==> src/hw/rtl/rqf_pkg.sv <==
`default_nettype none
package rqf_pkg;

  localparam int OP_W   = 2;
  localparam int TASK_W = 8;
  localparam int ST_W   = 3;

  localparam logic [OP_W-1:0] OP_ENQUEUE = 2'd0;
  localparam logic [OP_W-1:0] OP_DEQUEUE = 2'd1;
  localparam logic [OP_W-1:0] OP_REMOVE  = 2'd2;

  localparam logic [ST_W-1:0] ST_ENQUEUED  = 3'd0;
  localparam logic [ST_W-1:0] ST_ALREADY   = 3'd1;
  localparam logic [ST_W-1:0] ST_DEQUEUED  = 3'd2;
  localparam logic [ST_W-1:0] ST_EMPTY     = 3'd3;
  localparam logic [ST_W-1:0] ST_REMOVED   = 3'd4;
  localparam logic [ST_W-1:0] ST_NOT_FOUND = 3'd5;

  // Sequencer states of the queue engine.
  typedef enum logic [2:0] {
    S_IDLE,
    S_EXEC,
    S_POP,
    S_WALK,
    S_CMP,
    S_LINK,
    S_RESP
  } state_t;

endpackage
`default_nettype wire

==> src/hw/rtl/run_queue_fifo_with_removal_core.sv <==
`default_nettype none
// FIFO run queue of task slot numbers with removal from any position. The
// queue is a singly linked list kept in a one-port-read, one-port-write link
// memory (one successor per slot), plus one membership flag per slot in
// flip-flops that reset clears, so the block is usable right after reset.
// One item is handled at a time; in_ready is high while the engine is idle,
// even while the previous result still waits in the output register. An
// enqueue passes the execute and response steps; a dequeue or a remove of
// the head adds a pop step if more than one slot is queued. A remove
// elsewhere walks from the head to find the predecessor, a read step then
// a compare step per link visited, since every link comes from the single
// read port of the link memory, plus a link step to splice past the removed
// slot unless it is the tail. Only slots below both TASK_SLOTS and 256 can
// ever be queued; other slot numbers answer already queued or not found.
module run_queue_fifo_with_removal_core #(
  parameter int TASK_SLOTS = 256
) (
  input  wire                         clk,
  input  wire                         rst_n,
  input  wire                         in_valid,
  output logic                        in_ready,
  input  wire  [rqf_pkg::OP_W-1:0]    in_operation,
  input  wire  [rqf_pkg::TASK_W-1:0]  in_task_id,
  output logic                        out_valid,
  input  wire                         out_ready,
  output logic [rqf_pkg::ST_W-1:0]    out_status,
  output logic [rqf_pkg::TASK_W-1:0]  out_task_out
);
  import rqf_pkg::*;

  // Slot numbers are 8 bits wide, so no more than 256 slots are reachable.
  localparam int DEPTH = (TASK_SLOTS < 256) ? TASK_SLOTS : 256;
  localparam int IDX_W = $clog2(DEPTH);

  function automatic logic [IDX_W-1:0] to_idx(input logic [TASK_W-1:0] slot);
    return slot[IDX_W-1:0];
  endfunction

  // Control state
  state_t state_r, state_nxt;
  logic             empty_r, empty_nxt;
  logic [DEPTH-1:0] queued_r, queued_nxt;
  logic             out_valid_r, out_valid_nxt;

  // Item and working registers
  logic [OP_W-1:0]   op_r, op_nxt;
  logic [TASK_W-1:0] task_r, task_nxt;
  logic [TASK_W-1:0] head_r, head_nxt;
  logic [TASK_W-1:0] tail_r, tail_nxt;
  logic [TASK_W-1:0] prev_r, prev_nxt;
  logic [ST_W-1:0]   status_r, status_nxt;
  logic [TASK_W-1:0] popped_r, popped_nxt;
  logic [ST_W-1:0]   out_status_r, out_status_nxt;
  logic [TASK_W-1:0] out_task_r, out_task_nxt;

  // Link memory
  logic [TASK_W-1:0] link_mem [DEPTH];
  logic [TASK_W-1:0] rd_data_r;
  logic              link_we, link_re;
  logic [IDX_W-1:0]  link_waddr, link_raddr;
  logic [TASK_W-1:0] link_wdata;

  // Shared decode of the held item against the queue state
  logic t_in_range, t_queued, t_is_head, t_is_tail, hd_is_tl, prev_is_tail, rd_match;
  logic out_free;

  assign t_in_range   = {5'd0, task_r} < 13'(DEPTH);
  assign t_queued     = t_in_range && queued_r[to_idx(task_r)];
  assign t_is_head    = task_r == head_r;
  assign t_is_tail    = task_r == tail_r;
  assign hd_is_tl     = head_r == tail_r;
  assign prev_is_tail = prev_r == tail_r;
  assign rd_match     = rd_data_r == task_r;
  assign out_free     = !out_valid_r || out_ready;

  assign in_ready     = state_r == S_IDLE;
  assign out_valid    = out_valid_r;
  assign out_status   = out_status_r;
  assign out_task_out = out_task_r;

  // Next state
  always_comb begin
    state_nxt = state_r;
    unique case (state_r)
      S_IDLE: begin
        if (in_valid) state_nxt = S_EXEC;
      end
      S_EXEC: begin
        state_nxt = S_RESP;
        unique case (op_r)
          OP_DEQUEUE: begin
            if (!empty_r && !hd_is_tl) state_nxt = S_POP;
          end
          OP_REMOVE: begin
            if (t_queued && !empty_r) begin
              if (!t_is_head)     state_nxt = S_WALK;
              else if (!hd_is_tl) state_nxt = S_POP;
            end
          end
          default: state_nxt = S_RESP;
        endcase
      end
      S_POP:  state_nxt = S_RESP;
      S_WALK: state_nxt = prev_is_tail ? S_RESP : S_CMP;
      S_CMP: begin
        if (!rd_match)      state_nxt = S_WALK;
        else if (t_is_tail) state_nxt = S_RESP;
        else                state_nxt = S_LINK;
      end
      S_LINK: state_nxt = S_RESP;
      S_RESP: begin
        if (out_free) state_nxt = S_IDLE;
      end
      default: state_nxt = S_IDLE;
    endcase
  end

  // Datapath and memory control
  always_comb begin
    op_nxt         = op_r;
    task_nxt       = task_r;
    head_nxt       = head_r;
    tail_nxt       = tail_r;
    prev_nxt       = prev_r;
    empty_nxt      = empty_r;
    queued_nxt     = queued_r;
    status_nxt     = status_r;
    popped_nxt     = popped_r;
    out_status_nxt = out_status_r;
    out_task_nxt   = out_task_r;
    out_valid_nxt  = out_valid_r && !out_ready;
    link_we        = 1'b0;
    link_waddr     = '0;
    link_wdata     = '0;
    link_re        = 1'b0;
    link_raddr     = '0;

    unique case (state_r)
      S_IDLE: begin
        if (in_valid) begin
          op_nxt   = in_operation;
          task_nxt = in_task_id;
        end
      end
      S_EXEC: begin
        popped_nxt = '0;
        status_nxt = ST_NOT_FOUND;
        unique case (op_r)
          OP_ENQUEUE: begin
            if (!t_in_range || t_queued) begin
              status_nxt = ST_ALREADY;
            end else begin
              // append behind the tail, or start a fresh list
              if (empty_r) begin
                head_nxt  = task_r;
                empty_nxt = 1'b0;
              end else begin
                link_we    = 1'b1;
                link_waddr = to_idx(tail_r);
                link_wdata = task_r;
              end
              tail_nxt                   = task_r;
              queued_nxt[to_idx(task_r)] = 1'b1;
              status_nxt                 = ST_ENQUEUED;
            end
          end
          OP_DEQUEUE: begin
            if (empty_r) begin
              status_nxt = ST_EMPTY;
            end else begin
              popped_nxt                 = head_r;
              status_nxt                 = ST_DEQUEUED;
              queued_nxt[to_idx(head_r)] = 1'b0;
              if (hd_is_tl) begin
                empty_nxt = 1'b1;
              end else begin
                link_re    = 1'b1;
                link_raddr = to_idx(head_r);
              end
            end
          end
          OP_REMOVE: begin
            if (t_queued && !empty_r) begin
              if (t_is_head) begin
                // same as a pop, but report no slot
                status_nxt                 = ST_REMOVED;
                queued_nxt[to_idx(head_r)] = 1'b0;
                if (hd_is_tl) begin
                  empty_nxt = 1'b1;
                end else begin
                  link_re    = 1'b1;
                  link_raddr = to_idx(head_r);
                end
              end else begin
                prev_nxt = head_r;
              end
            end
          end
          default: status_nxt = ST_NOT_FOUND;
        endcase
      end
      S_POP: begin
        head_nxt = rd_data_r;
      end
      S_WALK: begin
        if (prev_is_tail) begin
          status_nxt = ST_NOT_FOUND;
        end else begin
          link_re    = 1'b1;
          link_raddr = to_idx(prev_r);
        end
      end
      S_CMP: begin
        if (rd_match) begin
          queued_nxt[to_idx(task_r)] = 1'b0;
          status_nxt                 = ST_REMOVED;
          if (t_is_tail) begin
            tail_nxt = prev_r;
          end else begin
            // fetch the successor to splice past the removed slot
            link_re    = 1'b1;
            link_raddr = to_idx(task_r);
          end
        end else begin
          prev_nxt = rd_data_r;
        end
      end
      S_LINK: begin
        link_we    = 1'b1;
        link_waddr = to_idx(prev_r);
        link_wdata = rd_data_r;
      end
      S_RESP: begin
        if (out_free) begin
          out_status_nxt = status_r;
          out_task_nxt   = popped_r;
          out_valid_nxt  = 1'b1;
        end
      end
      default: begin
        status_nxt = status_r;
      end
    endcase
  end

  always_ff @(posedge clk) begin
    if (!rst_n) begin
      state_r     <= S_IDLE;
      empty_r     <= 1'b1;
      queued_r    <= '0;
      out_valid_r <= 1'b0;
      head_r      <= '0;
      tail_r      <= '0;
    end else begin
      state_r     <= state_nxt;
      empty_r     <= empty_nxt;
      queued_r    <= queued_nxt;
      out_valid_r <= out_valid_nxt;
      head_r      <= head_nxt;
      tail_r      <= tail_nxt;
    end
  end

  always_ff @(posedge clk) begin
    op_r         <= op_nxt;
    task_r       <= task_nxt;
    prev_r       <= prev_nxt;
    status_r     <= status_nxt;
    popped_r     <= popped_nxt;
    out_status_r <= out_status_nxt;
    out_task_r   <= out_task_nxt;
  end

  // Link memory: one write port, one registered read port
  always_ff @(posedge clk) begin
    if (link_we) link_mem[link_waddr] <= link_wdata;
    if (link_re) rd_data_r <= link_mem[link_raddr];
  end

  // An empty queue holds no members.
  a_empty_no_members: assert property (@(posedge clk) disable iff (!rst_n)
    (state_r == S_IDLE && empty_r) |-> (queued_r == '0))
    else $error("empty queue with member flags set");

  // Head and tail of a non-empty queue are members.
  a_ends_queued: assert property (@(posedge clk) disable iff (!rst_n)
    (state_r == S_IDLE && !empty_r) |->
      (queued_r[to_idx(head_r)] && queued_r[to_idx(tail_r)]))
    else $error("queue end is not flagged as a member");

  // A result only appears after the response step.
  a_result_from_resp: assert property (@(posedge clk) disable iff (!rst_n)
    $rose(out_valid_r) |-> ($past(state_r) == S_RESP))
    else $error("result raised outside the response step");

endmodule
`default_nettype wire

==> config.mk <==
export PLATFORM = sky130hd
export DESIGN_NAME = run_queue_fifo_with_removal_core
export DESIGN_NICKNAME = d
export VERILOG_FILES = /design/src/hw/rtl/rqf_pkg.sv /design/src/hw/rtl/run_queue_fifo_with_removal_core.sv
export SDC_FILE = /design/constraint.sdc
export NUM_CORES = 2
export LEC_CHECK = 0
export BUFFER_PORTS_ARGS = -buffer_cell sky130_fd_sc_hd__buf_2
export CORE_MARGIN = 2
export CORE_UTILIZATION = 42
export DETAILED_ROUTE_END_ITERATION = 16
export GPL_ROUTABILITY_DRIVEN = 0
export PLACE_DENSITY_LB_ADDON = 0.1
export SYNTH_ARGS = -nofsm -noshare
export SYNTH_HDL_FRONTEND = slang
export SYNTH_SLANG_ARGS = --single-unit
==> constraint.sdc <==
create_clock -name clk -period 10.6 [get_ports clk]
set_input_delay 2.65 -clock clk [delete_from_list [all_inputs] [get_ports clk]]
set_output_delay 2.65 -clock clk [all_outputs]
set_load 0.01 [all_outputs]
==> impl_metrics.csv <==
group,metric,value,unit
die,num_io_pins,27,
place,hpwl,210,mm
yosys,synthArstFlopShare,0,
finish,area_delta_synth_final,11.8,%
sta,finalCritPeriodShare,0.782,
finish,nets,8187,
yosys,yosysTopAreaCell,"edfxtp_1",
place,dpl-instance-area,0.104,sq mm
yosys,synth_fa_ha_area_frac,0.000750,
finish,drive_gt1_frac,0.0892,
sta,fmax,121,MHz
cts,post_cts.repair.setup_buffers,0,
finish,largest_register_ffs,2048,
routing,drtAntennaViolNets,0,
yosys,synth-xor-area-share,0.00350,
setup_path,crit_path_cell_trace,"buf_4, buf_4, mux4_2, mux2_2, o22ai_1, nor4_1, a31oi_2, a31oi_2, o31a_1, a21oi_4, buf_4, nor2_2, nor2_1, a21boi_0, a21oi_1, o21ai_1, a311oi_1",
grt,gr-usage-all-layers,0.288,
grt,grt_pass1_vias,66700,
hold_path,hold_path.class,"reg2reg",
sta,finalHoldViolations,0,
setup_path,startpoint_type,"flip-flop",
place,portBuffers,26,
die,die_w,492,um
routing,drtIter0Drc,8446,
yosys,synth_top_family_by_area,"simple AND/OR/NAND/NOR gates",
flow_run,maxCapViolations,1,
power,p_per_area,196,mW/mm^2
sta,period_needed,8.29,ns
cts,clockBufferDepth,4,
cts,h-tree-depth,5,
yosys,synth-main-ff-cell,"edfxtp_1",
setup_path,path_buf_inv,3,
yosys,synthTopCellsByArea,"edfxtp_1, nand2_1, dfxtp_1",
routing,drcViolationCount,0,
die,die_h,492,um
finish,seq_area,0.0685,sq mm
finish,multiInputGateArea,0.0291,sq mm
cts,cts_tree,"built",
sta,setup_violations,0,
cts,ctsHoldBuffers,0,
yosys,synthesis.area,0.100,sq mm
die,dieArea,0.242,sq mm
yosys,yosysWarnings,0,
grt,antenna_found_initial,13,
yosys,syn_inst,8287,
yosys,yosys.area_share.simple,0.141,
sta,worst_slew_pin_slew,1.54,ns
cts,cts_made_buffers,281,
sta,relSlewSlack,-0.0351,
routing,vias,70300,
die,initial_core_util,0.422,
outcome,outcome,"finished with violations",
power,p_leak,37.2,nW
cts,clockRootBuffer,"clkbuf_16",
setup_path,critical-path-top-delay-family,"compound AO/OA/AOI/OAI gates",
routing,dr.pass1.iters,8,
setup_path,crit_top_cell,"buf_4",
grt,grt_pass1_wl,507,mm
yosys,ys_seq_elements,2373,
cts,cts_num_sinks,2373,
yosys,synth_top_cell_area_share,0.629,
setup_path,cp_max_fo,27,
setup_path,max_stage_delay,0.82,ns
routing,wl_per_cell,31.0,um
yosys,avgSynthCellArea,12.1,sq um
setup_path,slowest_stage,"a21boi_0",
finish,reg.largest.list,"link_mem (2048), queued_r (256)",
power,ir_drop,134,uV
finish,fill_cells,21400,
cts,insertion_delay,0.97,ns
yosys,muxShareOfSynthArea,0.0400,
setup_path,cp-end-kind,"flip-flop",
routing,via_per_inst,6.10,
cts,cts_resized,0,
yosys,yosysSeqAreaShare,0.684,
yosys,synth_nets,8307,
finish,largest-register,"link_mem",
sta,fin_setup_tns,0,ns
setup_path,worst_ep_required_time,11.21,ns
die,rows,179,
sta,skew,0.0971,ns
finish,final_area,0.112,sq mm
sta,maxSlewViolCount,2,
outcome,violations,"max-capacitance violations, max-slew violations",
grt,grt_max_degree,194,
setup_path,arrival,8.89,ns
setup_path,path_class,"reg2reg",
sta,grt_setup_unrepaired,"no",
yosys,synth-edff-count,2096,
die,core-area,0.237,sq mm
yosys,synth_compound_area_frac,0.0998,
grt,grt.overflow.total,0,
routing,totalWireLength,357,mm
cts,path_clk_slew,0.06,ns
yosys,ys_types,87,
-- metal layers --
layer	track usage	up-vias	routed length, um
li1	-	30400	-
met4	0.109	10	14200
met2	0.446	3324	164000
met3	0.0544	724	29400
met5	0	-	61
met1	0.403	35800	150000
-- worst paths after layout --
| check | start | end | slack, ns | depth (start not counted) |
|---|---|---|---|---|
| max | task_r[0] | rd_data_r[4] | 2.31 | 17 |
| min | status_r[1] | out_status[1] | 0.42 | 0 |
| max reg2reg | task_r[0] | rd_data_r[4] | 2.31 | 17 |
| min reg2reg | status_r[1] | out_status[1] | 0.42 | 0 |
-- power breakdown --
part	leakage, nW	internal (mW)	switching [mW]
sequential	19.6	10.2	0.0948
combinational	13.6	0.620	2.00
clock	4.04	5.16	3.78
total	37.2	16.0	5.87
-- worst reg2reg max path: cells and delay by family, from the launching register on --
family          cells  cell delay [ns]
simple gates        3             0.92
flops               1             0.60
buf+inv             3             1.68
compound gates      9             3.92
mux                 2             0.87
-- logic make-up (layout without fill, tap and decap cells) --
kind of cell / Yosys count / after routing
and+or+nand+nor: 3319 / 3319
DFF: 2373 / 2373
AOI/OAI and AO/OA: 1527 / 1527
buffers and inverters: 656 / 728
muxes: 366 / 366
xor gates and xnor gates: 40 / 40
adders and majority gates: 6 / 6
other: 0 / 3
-- cell usage in the layout, fill, tap and decap left out, types with 188 or more instances in the layout --
cell,Yosys,routed
nor2_1,640,621
nand3_1,633,628
a21oi_1,387,385
a22oi_1,319,319
o21ai_0,301,301
edfxtp_1,2096,2096
mux2i_1,332,332
buf_4,46,188
nand2_1,1706,1695
dfxtp_1,277,277
clkbuf_16,0,284
-- through the flow --
stage	std cells	setup WS (ns)	power (mW)	utilization	hold WS, ns
after global placement	11100	2.24	13.1	0.436	0.404
after global routing	11500	2.23	22.5	0.471	0.423
after floorplan	8287	3.57	11.9	-	0.400
after detailed placement	11100	2.51	13.1	0.437	0.405
after CTS	11500	2.50	21.9	0.471	0.417
final	11500	2.31	21.9	0.471	0.417
-- final cells by class --
cell class | count | area share
Tap cell | 3167 | 0.0354
Antenna cell | 3 | 0.0000671
Inverter | 12 | 0.000403
Timing Repair Buffer | 241 | 0.0186
Sequential cell | 2373 | 0.612
Clock inverter | 110 | 0.00683
Clock buffer | 365 | 0.0669
Multi-Input combinational cell | 5258 | 0.260
-- Yosys cell counts (all sizes together), types with 32 or more instances --
library cell,instances
o21ai,309
mux2i,332
buf,345
nor3,63
nand4,62
nand3,633
and3,78
a32oi,74
xor2,32
nor2,642
a21oi,390
edfxtp,2096
clkbuf,299
a31oi,134
a22oi,319
nand2,1707
dfxtp,277
Note: power is estimated with default switching activity, not from simulation.
